`config.mk`:
```
export PLATFORM = sky130hd
export DESIGN_NAME = lottery_scheduler_top_flat
export DESIGN_NICKNAME = d
export VERILOG_FILES = /design/src/design/lsch_pkg.sv /design/src/design/lsch_if.sv /design/src/design/lsch_datapath.sv /design/src/design/lsch_ctrl.sv /design/src/design/lottery_scheduler_top.sv /design/src/flat_wrapper.sv
export SDC_FILE = /design/constraint.sdc
export NUM_CORES = 1
export LEC_CHECK = 0
export BUFFER_PORTS_ARGS = -buffer_cell sky130_fd_sc_hd__buf_2
export CORE_AREA = 5 5 302 245
export CTS_CLUSTER_DIAMETER = 40
export DETAILED_ROUTE_END_ITERATION = 16
export DIE_AREA = 0 0 307 250
export PLACE_DENSITY = 0.67
export SKIP_LAST_GASP = 1
export SLEW_MARGIN = 20
export SYNTH_ARGS = -nofsm -noshare
export SYNTH_HDL_FRONTEND = slang
export SYNTH_HIERARCHICAL = 1
export SYNTH_SLANG_ARGS = --single-unit
```
`constraint.sdc`:
```
create_clock -name clock -period 10.7 [get_ports clock]
set_input_delay 2.14 -clock clock [delete_from_list [all_inputs] [get_ports clock]]
set_output_delay 2.14 -clock clock [all_outputs]
set_load 0.02 [all_outputs]
```
`src/design/lsch_pkg.sv`:
```
// Shared widths, operation codes and controller/datapath bundles of the lottery scheduler.
package lsch_pkg;

   localparam int DEFAULT_MAX_PROCESSES = 16;

   localparam int OP_W     = 1;
   localparam int ENTRY_W  = 4;
   localparam int TICKET_W = 16;
   localparam int RUN_W    = 16;
   localparam int RND_W    = 31;
   localparam int TOTAL_W  = 20;
   localparam int PCNT_W   = 5;

   localparam logic [OP_W-1:0] OP_LOAD = 1'b0;
   localparam logic [OP_W-1:0] OP_DRAW = 1'b1;

   // restoring divider: one quotient bit per cycle
   localparam int DIV_STEPS = RND_W;
   localparam int DIVCNT_W  = $clog2(DIV_STEPS);

   typedef struct packed {
      logic cfg_write;
      logic capture;
      logic mem_load;
      logic sum_clear;
      logic scan_issue;
      logic acc_sum;
      logic acc_walk;
      logic div_step;
      logic rsp_load;
   } cmd_type;

   typedef struct packed {
      logic issue_last;
      logic div_last;
      logic total_zero;
   } status_type;

endpackage

```
`src/design/lsch_if.sv`:
```
// Request, response and register-write channel interfaces of the lottery scheduler.
interface lsch_req_if import lsch_pkg::*; ();
   logic                valid;
   logic                ready;
   logic [OP_W-1:0]     op;
   logic [ENTRY_W-1:0]  entry_index;
   logic [TICKET_W-1:0] tickets;
   logic [RUN_W-1:0]    run_length;
   logic [RND_W-1:0]    random_value;

   modport source (output valid, op, entry_index, tickets, run_length, random_value,
                   input ready);
   modport sink (input valid, op, entry_index, tickets, run_length, random_value,
                 output ready);
endinterface

interface lsch_rsp_if import lsch_pkg::*; ();
   logic               valid;
   logic               ready;
   logic               ran;
   logic [ENTRY_W-1:0] winner;
   logic               finished;
   logic [RUN_W-1:0]   remaining;
   logic               all_done;

   modport source (output valid, ran, winner, finished, remaining, all_done, input ready);
   modport sink (input valid, ran, winner, finished, remaining, all_done, output ready);
endinterface

interface lsch_csr_if import lsch_pkg::*; ();
   logic              valid;
   logic              ready;
   logic [PCNT_W-1:0] process_count;

   modport source (output valid, process_count, input ready);
   modport sink (input valid, process_count, output ready);
endinterface

```
`src/design/lsch_datapath.sv`:
```
// Datapath: entry memories, ticket total, serial divider, table walk and response register.
module lsch_datapath import lsch_pkg::*; #(
   parameter int MAX_PROCESSES = DEFAULT_MAX_PROCESSES
) (
   input  logic                clock,
   input  logic                reset,
   input  cmd_type             cmd,
   output status_type          status,
   input  logic [ENTRY_W-1:0]  req_entry_index,
   input  logic [TICKET_W-1:0] req_tickets,
   input  logic [RUN_W-1:0]    req_run_length,
   input  logic [RND_W-1:0]    req_random_value,
   input  logic [PCNT_W-1:0]   csr_process_count,
   output logic                rsp_ran,
   output logic [ENTRY_W-1:0]  rsp_winner,
   output logic                rsp_finished,
   output logic [RUN_W-1:0]    rsp_remaining,
   output logic                rsp_all_done
);

   localparam int IDX_W = $clog2(MAX_PROCESSES);
   localparam int CUM_W = TICKET_W + IDX_W;
   localparam int TGT_W = TOTAL_W + 1;
   localparam int CMP_W = (CUM_W > TGT_W) ? CUM_W : TGT_W;

   logic [TICKET_W-1:0] tick_mem [MAX_PROCESSES];
   logic [RUN_W-1:0]    rmn_mem  [MAX_PROCESSES];

   logic [PCNT_W-1:0]   pcnt_ff;
   logic [TOTAL_W-1:0]  total_ff;
   logic [ENTRY_W-1:0]  ld_idx_ff;
   logic [TICKET_W-1:0] ld_tick_ff;
   logic [RUN_W-1:0]    ld_run_ff;
   logic [RND_W-1:0]    dvd_ff, dvd_in;
   logic [TOTAL_W-1:0]  rem_ff, rem_in;
   logic [DIVCNT_W-1:0] dcnt_ff;
   logic [IDX_W-1:0]    idx_ff;
   logic                rd_vld_ff;
   logic [IDX_W-1:0]    rd_idx_ff;
   logic [TICKET_W-1:0] rd_tick_ff;
   logic [RUN_W-1:0]    rd_rmn_ff;
   logic [CUM_W-1:0]    cum_ff, cum_in;
   logic                found_ff;
   logic                any_left_ff;
   logic [IDX_W-1:0]    win_ff;
   logic [RUN_W-1:0]    win_rmn_ff;
   logic                rsp_ran_ff;
   logic [ENTRY_W-1:0]  rsp_winner_ff;
   logic                rsp_finished_ff;
   logic [RUN_W-1:0]    rsp_remaining_ff;
   logic                rsp_all_done_ff;

   logic [IDX_W-1:0]    last_idx;
   logic                ld_in_range;
   logic [TGT_W-1:0]    rem_sh, rem_diff, target;
   logic                rem_ge;
   logic [RUN_W-1:0]    rmn_dec;
   logic                hit, left_here;
   logic                walk_vld;
   logic                tick_we, rmn_we;
   logic [IDX_W-1:0]    waddr;
   logic [RUN_W-1:0]    rmn_wdata;

   // entries in use, clamped to 1..MAX_PROCESSES, as the last index
   always_comb begin
      if (pcnt_ff == '0) begin
         last_idx = '0;
      end else if (32'(pcnt_ff) > 32'(MAX_PROCESSES)) begin
         last_idx = IDX_W'(MAX_PROCESSES - 1);
      end else begin
         last_idx = IDX_W'(pcnt_ff - PCNT_W'(1));
      end
   end

   assign ld_in_range = 32'(ld_idx_ff) < 32'(MAX_PROCESSES);

   // restoring division step
   assign rem_sh   = {rem_ff, dvd_ff[RND_W-1]};
   assign rem_ge   = rem_sh >= {1'b0, total_ff};
   assign rem_diff = rem_sh - {1'b0, total_ff};
   assign rem_in   = rem_ge ? rem_diff[TOTAL_W-1:0] : rem_sh[TOTAL_W-1:0];
   assign dvd_in   = {dvd_ff[RND_W-2:0], 1'b0};

   // walk
   assign target    = {1'b0, rem_ff} + TGT_W'(1);
   assign cum_in    = cum_ff + CUM_W'(rd_tick_ff);
   assign rmn_dec   = rd_rmn_ff - RUN_W'(1);
   assign walk_vld  = cmd.acc_walk && rd_vld_ff;
   assign hit       = !found_ff && (total_ff != '0) && (CMP_W'(cum_in) >= CMP_W'(target))
                      && (rd_rmn_ff != '0);
   assign left_here = hit ? (rmn_dec != '0) : (rd_rmn_ff != '0);

   assign tick_we   = cmd.mem_load && ld_in_range;
   assign rmn_we    = tick_we || (walk_vld && hit);
   assign waddr     = cmd.mem_load ? IDX_W'(ld_idx_ff) : rd_idx_ff;
   assign rmn_wdata = cmd.mem_load ? ld_run_ff : rmn_dec;

   always_ff @(posedge clock) begin
      if (tick_we) begin
         tick_mem[waddr] <= ld_tick_ff;
      end
      rd_tick_ff <= tick_mem[idx_ff];
   end

   always_ff @(posedge clock) begin
      if (rmn_we) begin
         rmn_mem[waddr] <= rmn_wdata;
      end
      rd_rmn_ff <= rmn_mem[idx_ff];
   end

   always_ff @(posedge clock) begin
      if (reset) begin
         pcnt_ff   <= PCNT_W'(1);
         total_ff  <= '0;
         rd_vld_ff <= 1'b0;
         idx_ff    <= '0;
      end else begin
         if (cmd.cfg_write) begin
            pcnt_ff <= csr_process_count;
         end
         if (cmd.sum_clear) begin
            total_ff <= '0;
         end else if (cmd.acc_sum && rd_vld_ff) begin
            total_ff <= total_ff + TOTAL_W'(rd_tick_ff);
         end
         rd_vld_ff <= cmd.scan_issue;
         if (cmd.capture || cmd.sum_clear) begin
            idx_ff <= '0;
         end else if (cmd.scan_issue) begin
            idx_ff <= idx_ff + IDX_W'(1);
         end
      end
   end

   always_ff @(posedge clock) begin
      rd_idx_ff <= idx_ff;
      if (cmd.capture) begin
         ld_idx_ff   <= req_entry_index;
         ld_tick_ff  <= req_tickets;
         ld_run_ff   <= req_run_length;
         dvd_ff      <= req_random_value;
         rem_ff      <= '0;
         dcnt_ff     <= '0;
         cum_ff      <= '0;
         found_ff    <= 1'b0;
         any_left_ff <= 1'b0;
      end else begin
         if (cmd.div_step) begin
            dvd_ff  <= dvd_in;
            rem_ff  <= rem_in;
            dcnt_ff <= dcnt_ff + DIVCNT_W'(1);
         end
         if (walk_vld) begin
            cum_ff <= cum_in;
            if (hit) begin
               found_ff   <= 1'b1;
               win_ff     <= rd_idx_ff;
               win_rmn_ff <= rmn_dec;
            end
            if (left_here) begin
               any_left_ff <= 1'b1;
            end
         end
      end
      if (cmd.rsp_load) begin
         rsp_ran_ff       <= found_ff;
         rsp_winner_ff    <= found_ff ? ENTRY_W'(win_ff) : '0;
         rsp_finished_ff  <= found_ff && (win_rmn_ff == '0);
         rsp_remaining_ff <= found_ff ? win_rmn_ff : '0;
         rsp_all_done_ff  <= !any_left_ff;
      end
   end

   assign status.issue_last = idx_ff == last_idx;
   assign status.div_last   = dcnt_ff == DIVCNT_W'(DIV_STEPS - 1);
   assign status.total_zero = total_ff == '0;

   assign rsp_ran       = rsp_ran_ff;
   assign rsp_winner    = rsp_winner_ff;
   assign rsp_finished  = rsp_finished_ff;
   assign rsp_remaining = rsp_remaining_ff;
   assign rsp_all_done  = rsp_all_done_ff;

endmodule

```
`src/design/lsch_ctrl.sv`:
```
// Controller: sequences loads, total refresh, division, table walk and response handoff.
module lsch_ctrl import lsch_pkg::*; (
   input  logic            clock,
   input  logic            reset,
   input  logic            req_valid,
   input  logic [OP_W-1:0] req_op,
   output logic            req_ready,
   input  logic            csr_valid,
   output logic            csr_ready,
   output logic            rsp_valid,
   input  logic            rsp_ready,
   input  status_type      status,
   output cmd_type         cmd
);

   typedef enum logic [2:0] {
      ST_IDLE,
      ST_LOAD,
      ST_SUM,
      ST_SUM_TAIL,
      ST_DIV,
      ST_WALK,
      ST_WALK_TAIL,
      ST_RESULT
   } state_type;

   state_type state_ff, state_in;
   logic      rsp_valid_ff, rsp_valid_in;
   logic      req_fire, csr_fire;

   assign csr_ready = state_ff == ST_IDLE;
   assign req_ready = (state_ff == ST_IDLE) && !csr_valid;
   assign csr_fire  = csr_valid && csr_ready;
   assign req_fire  = req_valid && req_ready;

   always_comb begin
      cmd      = '0;
      state_in = state_ff;
      case (state_ff)
         ST_IDLE: begin
            if (csr_fire) begin
               cmd.cfg_write = 1'b1;
               cmd.sum_clear = 1'b1;
               state_in      = ST_SUM;
            end else if (req_fire) begin
               cmd.capture = 1'b1;
               state_in    = (req_op == OP_DRAW) ? ST_DIV : ST_LOAD;
            end
         end
         ST_LOAD: begin
            cmd.mem_load  = 1'b1;
            cmd.sum_clear = 1'b1;
            state_in      = ST_SUM;
         end
         ST_SUM: begin
            cmd.scan_issue = 1'b1;
            cmd.acc_sum    = 1'b1;
            if (status.issue_last) begin
               state_in = ST_SUM_TAIL;
            end
         end
         ST_SUM_TAIL: begin
            cmd.acc_sum = 1'b1;
            state_in    = ST_IDLE;
         end
         ST_DIV: begin
            if (status.total_zero) begin
               state_in = ST_WALK;
            end else begin
               cmd.div_step = 1'b1;
               if (status.div_last) begin
                  state_in = ST_WALK;
               end
            end
         end
         ST_WALK: begin
            cmd.scan_issue = 1'b1;
            cmd.acc_walk   = 1'b1;
            if (status.issue_last) begin
               state_in = ST_WALK_TAIL;
            end
         end
         ST_WALK_TAIL: begin
            cmd.acc_walk = 1'b1;
            state_in     = ST_RESULT;
         end
         ST_RESULT: begin
            if (!rsp_valid_ff || rsp_ready) begin
               cmd.rsp_load = 1'b1;
               state_in     = ST_IDLE;
            end
         end
         default: begin
            state_in = ST_IDLE;
         end
      endcase
   end

   always_comb begin
      rsp_valid_in = rsp_valid_ff;
      if (cmd.rsp_load) begin
         rsp_valid_in = 1'b1;
      end else if (rsp_ready) begin
         rsp_valid_in = 1'b0;
      end
   end

   always_ff @(posedge clock) begin
      if (reset) begin
         state_ff     <= ST_IDLE;
         rsp_valid_ff <= 1'b0;
      end else begin
         state_ff     <= state_in;
         rsp_valid_ff <= rsp_valid_in;
      end
   end

   assign rsp_valid = rsp_valid_ff;

`ifndef SYNTH
   a_rsp_load_shows: assert property (@(posedge clock) disable iff (reset)
      cmd.rsp_load |=> rsp_valid_ff)
      else $error("response load did not raise valid");

   a_draw_to_div: assert property (@(posedge clock) disable iff (reset)
      (req_fire && (req_op == OP_DRAW)) |=> (state_ff == ST_DIV))
      else $error("draw request did not start division");

   a_csr_to_sum: assert property (@(posedge clock) disable iff (reset)
      csr_fire |=> (state_ff == ST_SUM))
      else $error("register write did not start total refresh");

   a_one_accept: assert property (@(posedge clock) disable iff (reset)
      !(req_fire && csr_fire))
      else $error("request and register write taken together");

   a_no_overwrite: assert property (@(posedge clock) disable iff (reset)
      (rsp_valid_ff && !rsp_ready) |-> !cmd.rsp_load)
      else $error("pending response overwritten");
`endif

endmodule

```
`src/design/lottery_scheduler_top.sv`:
```
// Top level of the lottery scheduler: controller plus datapath behind three channels.
//
// Lottery scheduler. A table of up to MAX_PROCESSES entries (2..16) holds a
// 16-bit ticket count and a 16-bit remaining run time per process, in two
// simple dual-port memories (one write and one registered read per cycle). A
// load request (op 0) writes one entry; a draw request (op 1) reduces
// random_value modulo the ticket total,
// adds one to get the winning ticket, walks the running ticket sums of the
// entries in use and runs the first entry whose sum reaches the winning ticket
// and whose remaining time is nonzero. Each draw returns one response; loads
// return none. The csr channel writes process_count; 0 acts as 1 and values
// above MAX_PROCESSES act as MAX_PROCESSES. With n entries in use, a load
// occupies the block for accept, memory write, n reads and a tail, and a
// register write for accept, n reads and a tail, both spent re-summing the
// ticket total over the table. A draw runs the bit-serial restoring divider
// (which takes no division steps when the total is zero), walks the table
// through the memory read port with n reads, then passes a tail and a
// response step, which waits while an earlier response is still held. The
// response sits in an output register, so the next request is taken while it waits.
// Register writes are taken ahead of requests when both are offered. Table
// entries hold no reset value: a draw over entries that were never loaded
// gives undefined fields.
module lottery_scheduler_top import lsch_pkg::*; #(
   parameter int MAX_PROCESSES = DEFAULT_MAX_PROCESSES
) (
   input logic         clock,
   input logic         reset,
   lsch_req_if.sink    req_ch,
   lsch_rsp_if.source  rsp_ch,
   lsch_csr_if.sink    csr_ch
);

   cmd_type    cmd;
   status_type status;

   // sequencing of every request and register write
   lsch_ctrl u_ctrl (
      .clock     (clock),
      .reset     (reset),
      .req_valid (req_ch.valid),
      .req_op    (req_ch.op),
      .req_ready (req_ch.ready),
      .csr_valid (csr_ch.valid),
      .csr_ready (csr_ch.ready),
      .rsp_valid (rsp_ch.valid),
      .rsp_ready (rsp_ch.ready),
      .status    (status),
      .cmd       (cmd)
   );

   // table memories, total, divider, walk and response register
   lsch_datapath #(
      .MAX_PROCESSES (MAX_PROCESSES)
   ) u_datapath (
      .clock             (clock),
      .reset             (reset),
      .cmd               (cmd),
      .status            (status),
      .req_entry_index   (req_ch.entry_index),
      .req_tickets       (req_ch.tickets),
      .req_run_length    (req_ch.run_length),
      .req_random_value  (req_ch.random_value),
      .csr_process_count (csr_ch.process_count),
      .rsp_ran           (rsp_ch.ran),
      .rsp_winner        (rsp_ch.winner),
      .rsp_finished      (rsp_ch.finished),
      .rsp_remaining     (rsp_ch.remaining),
      .rsp_all_done      (rsp_ch.all_done)
   );

endmodule

```
`src/flat_wrapper.sv`:
```
// flat-port wrapper written by rule: the top's interface ports become plain ports
module lottery_scheduler_top_flat import lsch_pkg::*;
#(
   parameter int MAX_PROCESSES = DEFAULT_MAX_PROCESSES
)
  (clock, reset, req_ch_valid, req_ch_op, req_ch_entry_index, req_ch_tickets, req_ch_run_length, req_ch_random_value, req_ch_ready, rsp_ch_valid, rsp_ch_ran, rsp_ch_winner, rsp_ch_finished, rsp_ch_remaining, rsp_ch_all_done, rsp_ch_ready, csr_ch_valid, csr_ch_process_count, csr_ch_ready);
  lsch_req_if req_ch_i ();
  lsch_rsp_if rsp_ch_i ();
  lsch_csr_if csr_ch_i ();
  input logic clock;
  input logic reset;
  input wire logic [$bits(req_ch_i.valid)-1:0] req_ch_valid;
  input wire logic [$bits(req_ch_i.op)-1:0] req_ch_op;
  input wire logic [$bits(req_ch_i.entry_index)-1:0] req_ch_entry_index;
  input wire logic [$bits(req_ch_i.tickets)-1:0] req_ch_tickets;
  input wire logic [$bits(req_ch_i.run_length)-1:0] req_ch_run_length;
  input wire logic [$bits(req_ch_i.random_value)-1:0] req_ch_random_value;
  output wire logic [$bits(req_ch_i.ready)-1:0] req_ch_ready;
  output wire logic [$bits(rsp_ch_i.valid)-1:0] rsp_ch_valid;
  output wire logic [$bits(rsp_ch_i.ran)-1:0] rsp_ch_ran;
  output wire logic [$bits(rsp_ch_i.winner)-1:0] rsp_ch_winner;
  output wire logic [$bits(rsp_ch_i.finished)-1:0] rsp_ch_finished;
  output wire logic [$bits(rsp_ch_i.remaining)-1:0] rsp_ch_remaining;
  output wire logic [$bits(rsp_ch_i.all_done)-1:0] rsp_ch_all_done;
  input wire logic [$bits(rsp_ch_i.ready)-1:0] rsp_ch_ready;
  input wire logic [$bits(csr_ch_i.valid)-1:0] csr_ch_valid;
  input wire logic [$bits(csr_ch_i.process_count)-1:0] csr_ch_process_count;
  output wire logic [$bits(csr_ch_i.ready)-1:0] csr_ch_ready;
  assign req_ch_i.valid = req_ch_valid;
  assign req_ch_i.op = req_ch_op;
  assign req_ch_i.entry_index = req_ch_entry_index;
  assign req_ch_i.tickets = req_ch_tickets;
  assign req_ch_i.run_length = req_ch_run_length;
  assign req_ch_i.random_value = req_ch_random_value;
  assign req_ch_ready = req_ch_i.ready;
  assign rsp_ch_valid = rsp_ch_i.valid;
  assign rsp_ch_ran = rsp_ch_i.ran;
  assign rsp_ch_winner = rsp_ch_i.winner;
  assign rsp_ch_finished = rsp_ch_i.finished;
  assign rsp_ch_remaining = rsp_ch_i.remaining;
  assign rsp_ch_all_done = rsp_ch_i.all_done;
  assign rsp_ch_i.ready = rsp_ch_ready;
  assign csr_ch_i.valid = csr_ch_valid;
  assign csr_ch_i.process_count = csr_ch_process_count;
  assign csr_ch_ready = csr_ch_i.ready;
  lottery_scheduler_top #(.MAX_PROCESSES(MAX_PROCESSES)) u_core (.clock(clock), .reset(reset), .req_ch(req_ch_i), .rsp_ch(rsp_ch_i), .csr_ch(csr_ch_i));
endmodule
```
==> flow_summary.toml, run 1 <==
[setup_path]
worstPathCellList = "ha_1 -> fa_1 -> a211oi_1 -> o211ai_1 -> nand2_1 -> a211oi_1 -> o31ai_1 -> nor2_1 -> xor2_1 -> ha_1 -> a21o_1 -> a211o_1 -> a2111o_1 -> a31oi_1 -> a211o_1 -> nor2b_2 -> nor2_1 -> buf_4"
worstPathRequired_ns = 11.08
slowest_delay_ns = 0.66
cp_slowest_cell = "nor2b_2"
crit_family = "compound AO/OA/AOI/OAI gates"
critical_path_class = "reg -> reg"
start_kind = "flip-flop"
worstPathMaxFanout = 16
cp.buffers_inverters = 1
cp-end-kind = "flip-flop"
cp.arrival_ns = 6.02

[drt]
vias = 17800
dr.first_iter.drc_count = 1733
wl_per_cell_um = 23.5
drcViolationCount = 0
wl_um = 72800
ant_nets = 0
drt_first_pass_iters = 5
drt-vias-per-instance = 5.74

[clock_tree]
cts_tree = "yes"
postCtsHoldBufs = 0
clk_pin_slew_ns = 0.06
post_cts.repair.setup_buffers = 0
ctsResizeCount = 0
clk_latency_ns = 0.64
numCtsBuffers = 87
clockBufferDepth = 3
htreeDepth = 3
cts-root-buf = "clkbuf_16"
numClockSinks = 739

[final_layout]
multi_input_area_mm2 = 0.00987
drive_gt1_frac = 0.248
layout.nets = 2241
syn_to_final_growth_pct = 14.8
seqCellArea_mm2 = 0.0210
nFillCells = 5711
diodes = 0

[sta]
final_max_slew_viol_count = 0
slew-limit-headroom = 0.297
fmaxAchievable_mhz = 177
timing.final.ws_setup_ns = 5.06
finalCriticalPeriod_ns = 5.64
setup_viol_count_final = 0
hold-worst-slack_ns = 0.459
worstMarginPinSlew_ns = 1.05
finalHoldViolCount = 0
clock_skew_ns = 0.0517
finalCritPeriodShare = 0.528
finalSetupTns_ns = 0
rsz0062_at_grt = "no"

[power]
p_int_mw = 6.19
clkPwrFrac = 0.337
p_switching_mw = 2.69
leakage_nw = 12.1
power_frac_comb = 0.252
seq_power_share = 0.411
ir_drop_v = 0.000237
powerDensity_mw_per_mm2 = 246
swShare = 0.303

[yosys]
ys.flop_type = "edfxtp_1"
syn_area_mm2 = 0.0314
ys_seq_area_frac = 0.669
async_reset_ff_frac = 0
ys_types = 89
synth_seq_cells = 739
synthesis.instances = 1929
yosysWarningCount = 6
synth_edf_count = 622
avgSynthCellArea_um2 = 16.3
synth.net_count = 2089

[grt]
grt.met3_usage = 0.0338
grt-ovfl-total = 0
grtUsageMet1 = 0.285
antenna_found_initial = 3
grt_util_met2 = 0.289
track_usage = 0.188
grt_pass1_vias = 17600
grt_max_degree = 72
grt_pass1_wl_um = 110000
top_usage_layer = "met2"

[floorplan]
core_region_area_mm2 = 0.0710
num_rows = 88
ios = 104
start_util = 0.443
die_h_um = 250
die_area_mm2 = 0.0768
die_w_um = 307

[min_path]
hold_class = "reg -> reg"

[placement]
gp_congestion = 0.869
portBuffers = 103
hpwl_um = 47400
dp_slack_ns = 5.10

[flow_run]
maxCapViolCount = 0

[outcome]
status = "completed"
[kinds of logic (layout without fill, tap and decap cells)]
group / after synthesis / in the layout / synth area share
AO/OA/AOI/OAI: 244 / 244 / 0.0532
XOR/XNOR: 84 / 84 / 0.0234
adder cells (fa/ha/maj): 84 / 84 / 0.0340
buffers and inverters: 136 / 357 / 0.0187
flip-flops: 739 / 739 / 0.669
multiplexers: 225 / 225 / 0.137
AND/OR/NAND/NOR: 417 / 417 / 0.0650
[cell usage after synthesis (all sizes together) (27+ instances only)]
cell type  instances  area [um^2]
a21oi             70          354
and2              27          171
buf               38          219
clkbuf            45          170
dfxtp            117         2340
edfxtp           622        18700
ha                79          988
inv               53          199
mux2              44          495
mux4             160         3600
nand2            102          385
nand3             41          205
nor2             120          450
nor3              27          151
o21ai             41          205
xnor2             42          368
xor2              42          368
[power by group through the flow]
stage                     clock network [mW]  logic, mW  registers [mW]
final                                   3.00       2.24            3.65
after global routing                    3.20       2.42            3.67
after CTS                               3.05       2.23            3.65
after detailed placement                   0       2.22            3.71
after global placement                     0       2.17            3.69
after floorplan                            0       1.76            3.62
[flip-flops by register name, indices dropped and copies added (netlist names), 5 cells and up]
signal and cells:
u_core/u_datapath/rd_tick_ff 16, u_core/u_datapath/total_ff 20, u_core/u_datapath/dvd_ff 31, u_core/u_datapath/pcnt_ff 5
u_core/u_datapath/rem_ff 20, u_core/u_datapath/cum_ff 20, u_core/u_datapath/tick_mem 256, u_core/u_datapath/ld_tick_ff 16
u_core/u_datapath/win_rmn_ff 16, u_core/u_datapath/dcnt_ff 5, u_core/u_datapath/rd_rmn_ff 16, u_core/u_datapath/rsp_remaining 16
u_core/u_datapath/ld_run_ff 16, u_core/u_datapath/rmn_mem 256
[layer usage]
metal	share of wire	up-vias	wire length [um]
met5	0	-	0
met4	0.018	0	1300
met3	0.078	100	5690
met2	0.46	679	33400
met1	0.45	9093	32400
li1	-	7888	-
[worst min-delay path: cells and delay by family (launching register included)]
kind               cells  cell delay (ns)
DFF                    1             0.31
and+or+nand+nor        1             0.05
AOI/OAI and AO/OA      1             0.05
[final timing paths]
path / from / to / slack (ns) / cells past startpoint
hold reg to reg: u_core/u_datapath/cum_ff[10] / u_core/u_datapath/cum_ff[10] / 0.46 / 2
setup reg to reg: u_core/u_datapath/rd_tick_ff[0] / u_core/u_datapath/rmn_mem[3][7] / 5.06 / 18
hold / removal: u_core/u_datapath/cum_ff[10] / u_core/u_datapath/cum_ff[10] / 0.46 / 2
setup / recovery: u_core/u_datapath/rd_tick_ff[0] / u_core/u_datapath/rmn_mem[3][7] / 5.06 / 18
[metrics by stage]
step / util / cell area [um^2] / instances / power [mW]
floorplan: - / 31400 / 1929 / 5.37
global placement: 0.466 / 33100 / 2937 / 5.87
detailed placement: 0.466 / 33100 / 2937 / 5.92
CTS: 0.508 / 36100 / 3095 / 8.93
global route: 0.508 / 36100 / 3095 / 9.29
finish: 0.508 / 36100 / 3095 / 8.88
[area by class of cell]
class / instances / area share
Sequential cell: 739 / 0.582
Multi-Input combinational cell: 1054 / 0.273
Clock buffer: 106 / 0.0649
Tap cell: 945 / 0.0327
Timing Repair Buffer: 146 / 0.0232
Clock inverter: 52 / 0.0178
Inverter: 53 / 0.00551
[cells in the final DEF, fill, tap and decap left out, drive strengths merged, types with 25 or more instances in the layout]
master and count:
clkinv 25, edfxtp 622, inv 65, nand2 102, xnor2 42, o21ai 41
mux2 44, and2 27, buf 146, clkbuf 106, xor2 42, nand3 41
mux4 160, a21oi 70, dfxtp 117, ha 79, nor3 27, nor2 120
Note: power is estimated with default switching activity, not from simulation.
==> run 2, diff against run 1 <==
Settings changed: PLACE_DENSITY 0.67 to 0.69.
Clock period 10.7 ns to 4.72 ns, I/O delays scaled along.
==> run 2 against run 1 <==
Against the previous run:
- hold slack worse by 0.0027 ns
- sequential power up 130%
- critical path type unchanged
- utilization up 1.3 points
- highest routed layer unchanged
- global-route usage up 0.37 points
- total power up 130%
- first-iteration DRC count down 3.9%
- final area up 2.5%
- non-clock buffer count up 54
- cell count up 1.8%
- register-to-register slack worse by 5.0 ns
- critical path depth up 3
- critical endpoint is now u_core/u_datapath/rmn_mem[5][7]
==> flow_summary.toml, run 2 (synthesis gave the netlist of run 1 again) <==
[outcome]
status = "completed"

[power]
seq_power_share = 0.402
ir_drop_v = 0.000447
swShare = 0.312
clkPwrFrac = 0.333
leakage_nw = 12.5
p_switching_mw = 6.44
power_mw = 20.7
powerDensity_mw_per_mm2 = 559
p_int_mw = 14.2
power_frac_comb = 0.265

[setup_path]
critical_path_class = "reg -> reg"
crit_family = "compound AO/OA/AOI/OAI gates"
r2r_end = "u_core/u_datapath/rmn_mem[5][7]"
worstPathRequired_ns = 5.12
worstPathMaxFanout = 8
cp-end-kind = "flip-flop"
slowest_delay_ns = 0.38
cp_slowest_cell = "fa_2"
worstRegToRegCells = 21
rrSetupSlack_ns = 0.08
worstPathCellList = "ha_4 -> fa_2 -> a211oi_2 -> o211ai_1 -> nand2_1 -> a211oi_2 -> o31ai_2 -> nor2_1 -> xor2_1 -> ha_1 -> a21o_1 -> a211o_1 -> buf_6 -> a2111o_1 -> a31oi_1 -> a211o_1 -> nor2b_4 -> buf_8 -> clkbuf_16 -> nor2_2 -> clkbuf_16"
start_kind = "flip-flop"
r2r_start = "u_core/u_datapath/rd_tick_ff[0]"
cp.arrival_ns = 5.03
cp.buffers_inverters = 4

[sta]
worstMarginPinSlew_ns = 1.14
rsz0062_at_grt = "yes"
slew-limit-headroom = 0.238
finalHoldViolCount = 0
setup_viol_count_final = 0
finalCriticalPeriod_ns = 4.64
finalCritPeriodShare = 0.982
finalSetupTns_ns = 0
hold-worst-slack_ns = 0.456
final_max_slew_viol_count = 0
clock_skew_ns = 0.0265
timing.final.ws_setup_ns = 0.0832
fmaxAchievable_mhz = 216

[drt]
dr.first_iter.drc_count = 1665
wl_per_cell_um = 24.0
vias = 18200
drt_first_pass_iters = 5
drcViolationCount = 0
wl_um = 75800
ant_nets = 0
drt-vias-per-instance = 5.79

[final_layout]
most-common-layout-cells = "edfxtp_1 (622), mux4_2 (160), dfxtp_1 (110)"
top_regs = "u_core/u_datapath/rmn_mem x256, u_core/u_datapath/tick_mem x256, u_core/u_datapath/dvd_ff x31"
diodes = 0
layout.nets = 2296
nFillCells = 5545
drive_gt1_frac = 0.281
syn_to_final_growth_pct = 17.7
mostFrequentLayoutCell = "edfxtp_1"

[min_path]
hold_class = "reg -> reg"
hold_end = "u_core/u_datapath/cum_ff[10]"
holdPathStages = 2
min_from = "u_core/u_datapath/cum_ff[10]"

[flow_run]
maxCapViolCount = 0

[placement]
portBuffers = 103
hpwl_um = 49100
dp_slack_ns = -0.582
gp_congestion = 0.876

[floorplan]
num_rows = 88
start_util = 0.443
die_w_um = 307
die_area_mm2 = 0.0768
ios = 104
core_region_area_mm2 = 0.0710
die_h_um = 250

[clock_tree]
numClockSinks = 739
cts-root-buf = "clkbuf_16"
postCtsHoldBufs = 0
clockBufferDepth = 3
cts_tree = "yes"
numCtsBuffers = 88
clk_latency_ns = 0.64
htreeDepth = 3
clk_pin_slew_ns = 0.06

[grt]
grt-ovfl-total = 0
antenna_found_initial = 1
grt_pass1_wl_um = 112000
track_usage = 0.192
grt_max_degree = 62
grt_pass1_vias = 17900
-- run 2: changes by cell type in the layout (fill, tap and decap cells not counted), sizes merged --
cell,previous run,this run
clkbuf,106,102
clkinvlp,6,13
inv,65,75
buf,146,193
clkinv,25,20
-- run 2: worst min-delay path: stages (launching register included) --
cell,delay (ns)
dfxtp_1,0.31
nand2_1,0.05
a21oi_1,0.05
-- run 2: final cells by class --
type                            count  area, um^2  area share
Inverter                           53         199     0.00538
Sequential cell                   739       21000       0.569
Tap cell                          945        1180      0.0320
Clock buffer                       95        2270      0.0613
Multi-Input combinational cell   1054        9980       0.270
Clock inverter                     64         754      0.0204
Timing Repair Buffer              200        1580      0.0426
-- run 2: repair_timing --
action	CTS	global route
setup endpoints to repair	256	256
cloned	0	11
hold endpoints to repair	0	0
pin swaps	2	13
resized for setup	10	44
setup buffers	1	5
-- run 2: per-stage QoR --
step / std cells / cell area (um^2) / util
4_1_cts: 3134 / 36600 / 0.515
3_3_place_gp: 2974 / 33500 / 0.472
5_1_grt: 3150 / 37000 / 0.521
6_report: 3150 / 37000 / 0.521
2_1_floorplan: 1929 / 31400 / -
3_5_place_dp: 2974 / 33500 / 0.472
-- run 2: how the worst max path moves through the flow --
stage,start,end,slack (ns),cells after the start
2_1_floorplan,u_core/u_datapath/rd_tick_ff[0],u_core/u_datapath/rmn_mem[8][0],-0.22,20
3_3_place_gp,u_core/u_datapath/rd_tick_ff[0],u_core/u_datapath/rmn_mem[0][2],-0.43,19
3_5_place_dp,u_core/u_datapath/rd_tick_ff[0],u_core/u_datapath/rmn_mem[8][4],-0.58,19
4_1_cts,u_core/u_datapath/rd_tick_ff[0],u_core/u_datapath/rmn_mem[8][11],-0.006,20
5_1_grt,u_core/u_datapath/rd_tick_ff[0],u_core/u_datapath/rmn_mem[7][2],-0.15,21
6_report,u_core/u_datapath/rd_tick_ff[0],u_core/u_datapath/rmn_mem[5][7],0.08,21
-- run 2: per-layer routing --
metal / GRT usage / wire length (um) / share of wire
met2: 0.283 / 33600 / 0.44
met5: 0 / 0 / 0
met4: 0.0439 / 1420 / 0.019
met3: 0.0512 / 8390 / 0.11
met1: 0.287 / 32300 / 0.43
-- run 2: power groups by stage --
stage                     Sequential [mW]  Clock, mW  Combinational [mW]
after global placement               8.41          0                5.10
after detailed placement             8.44          0                5.21
after floorplan                      8.20          0                3.98
after CTS                            8.30       7.01                5.26
after global routing                 8.36       7.34                5.87
final                                8.31       6.89                5.48
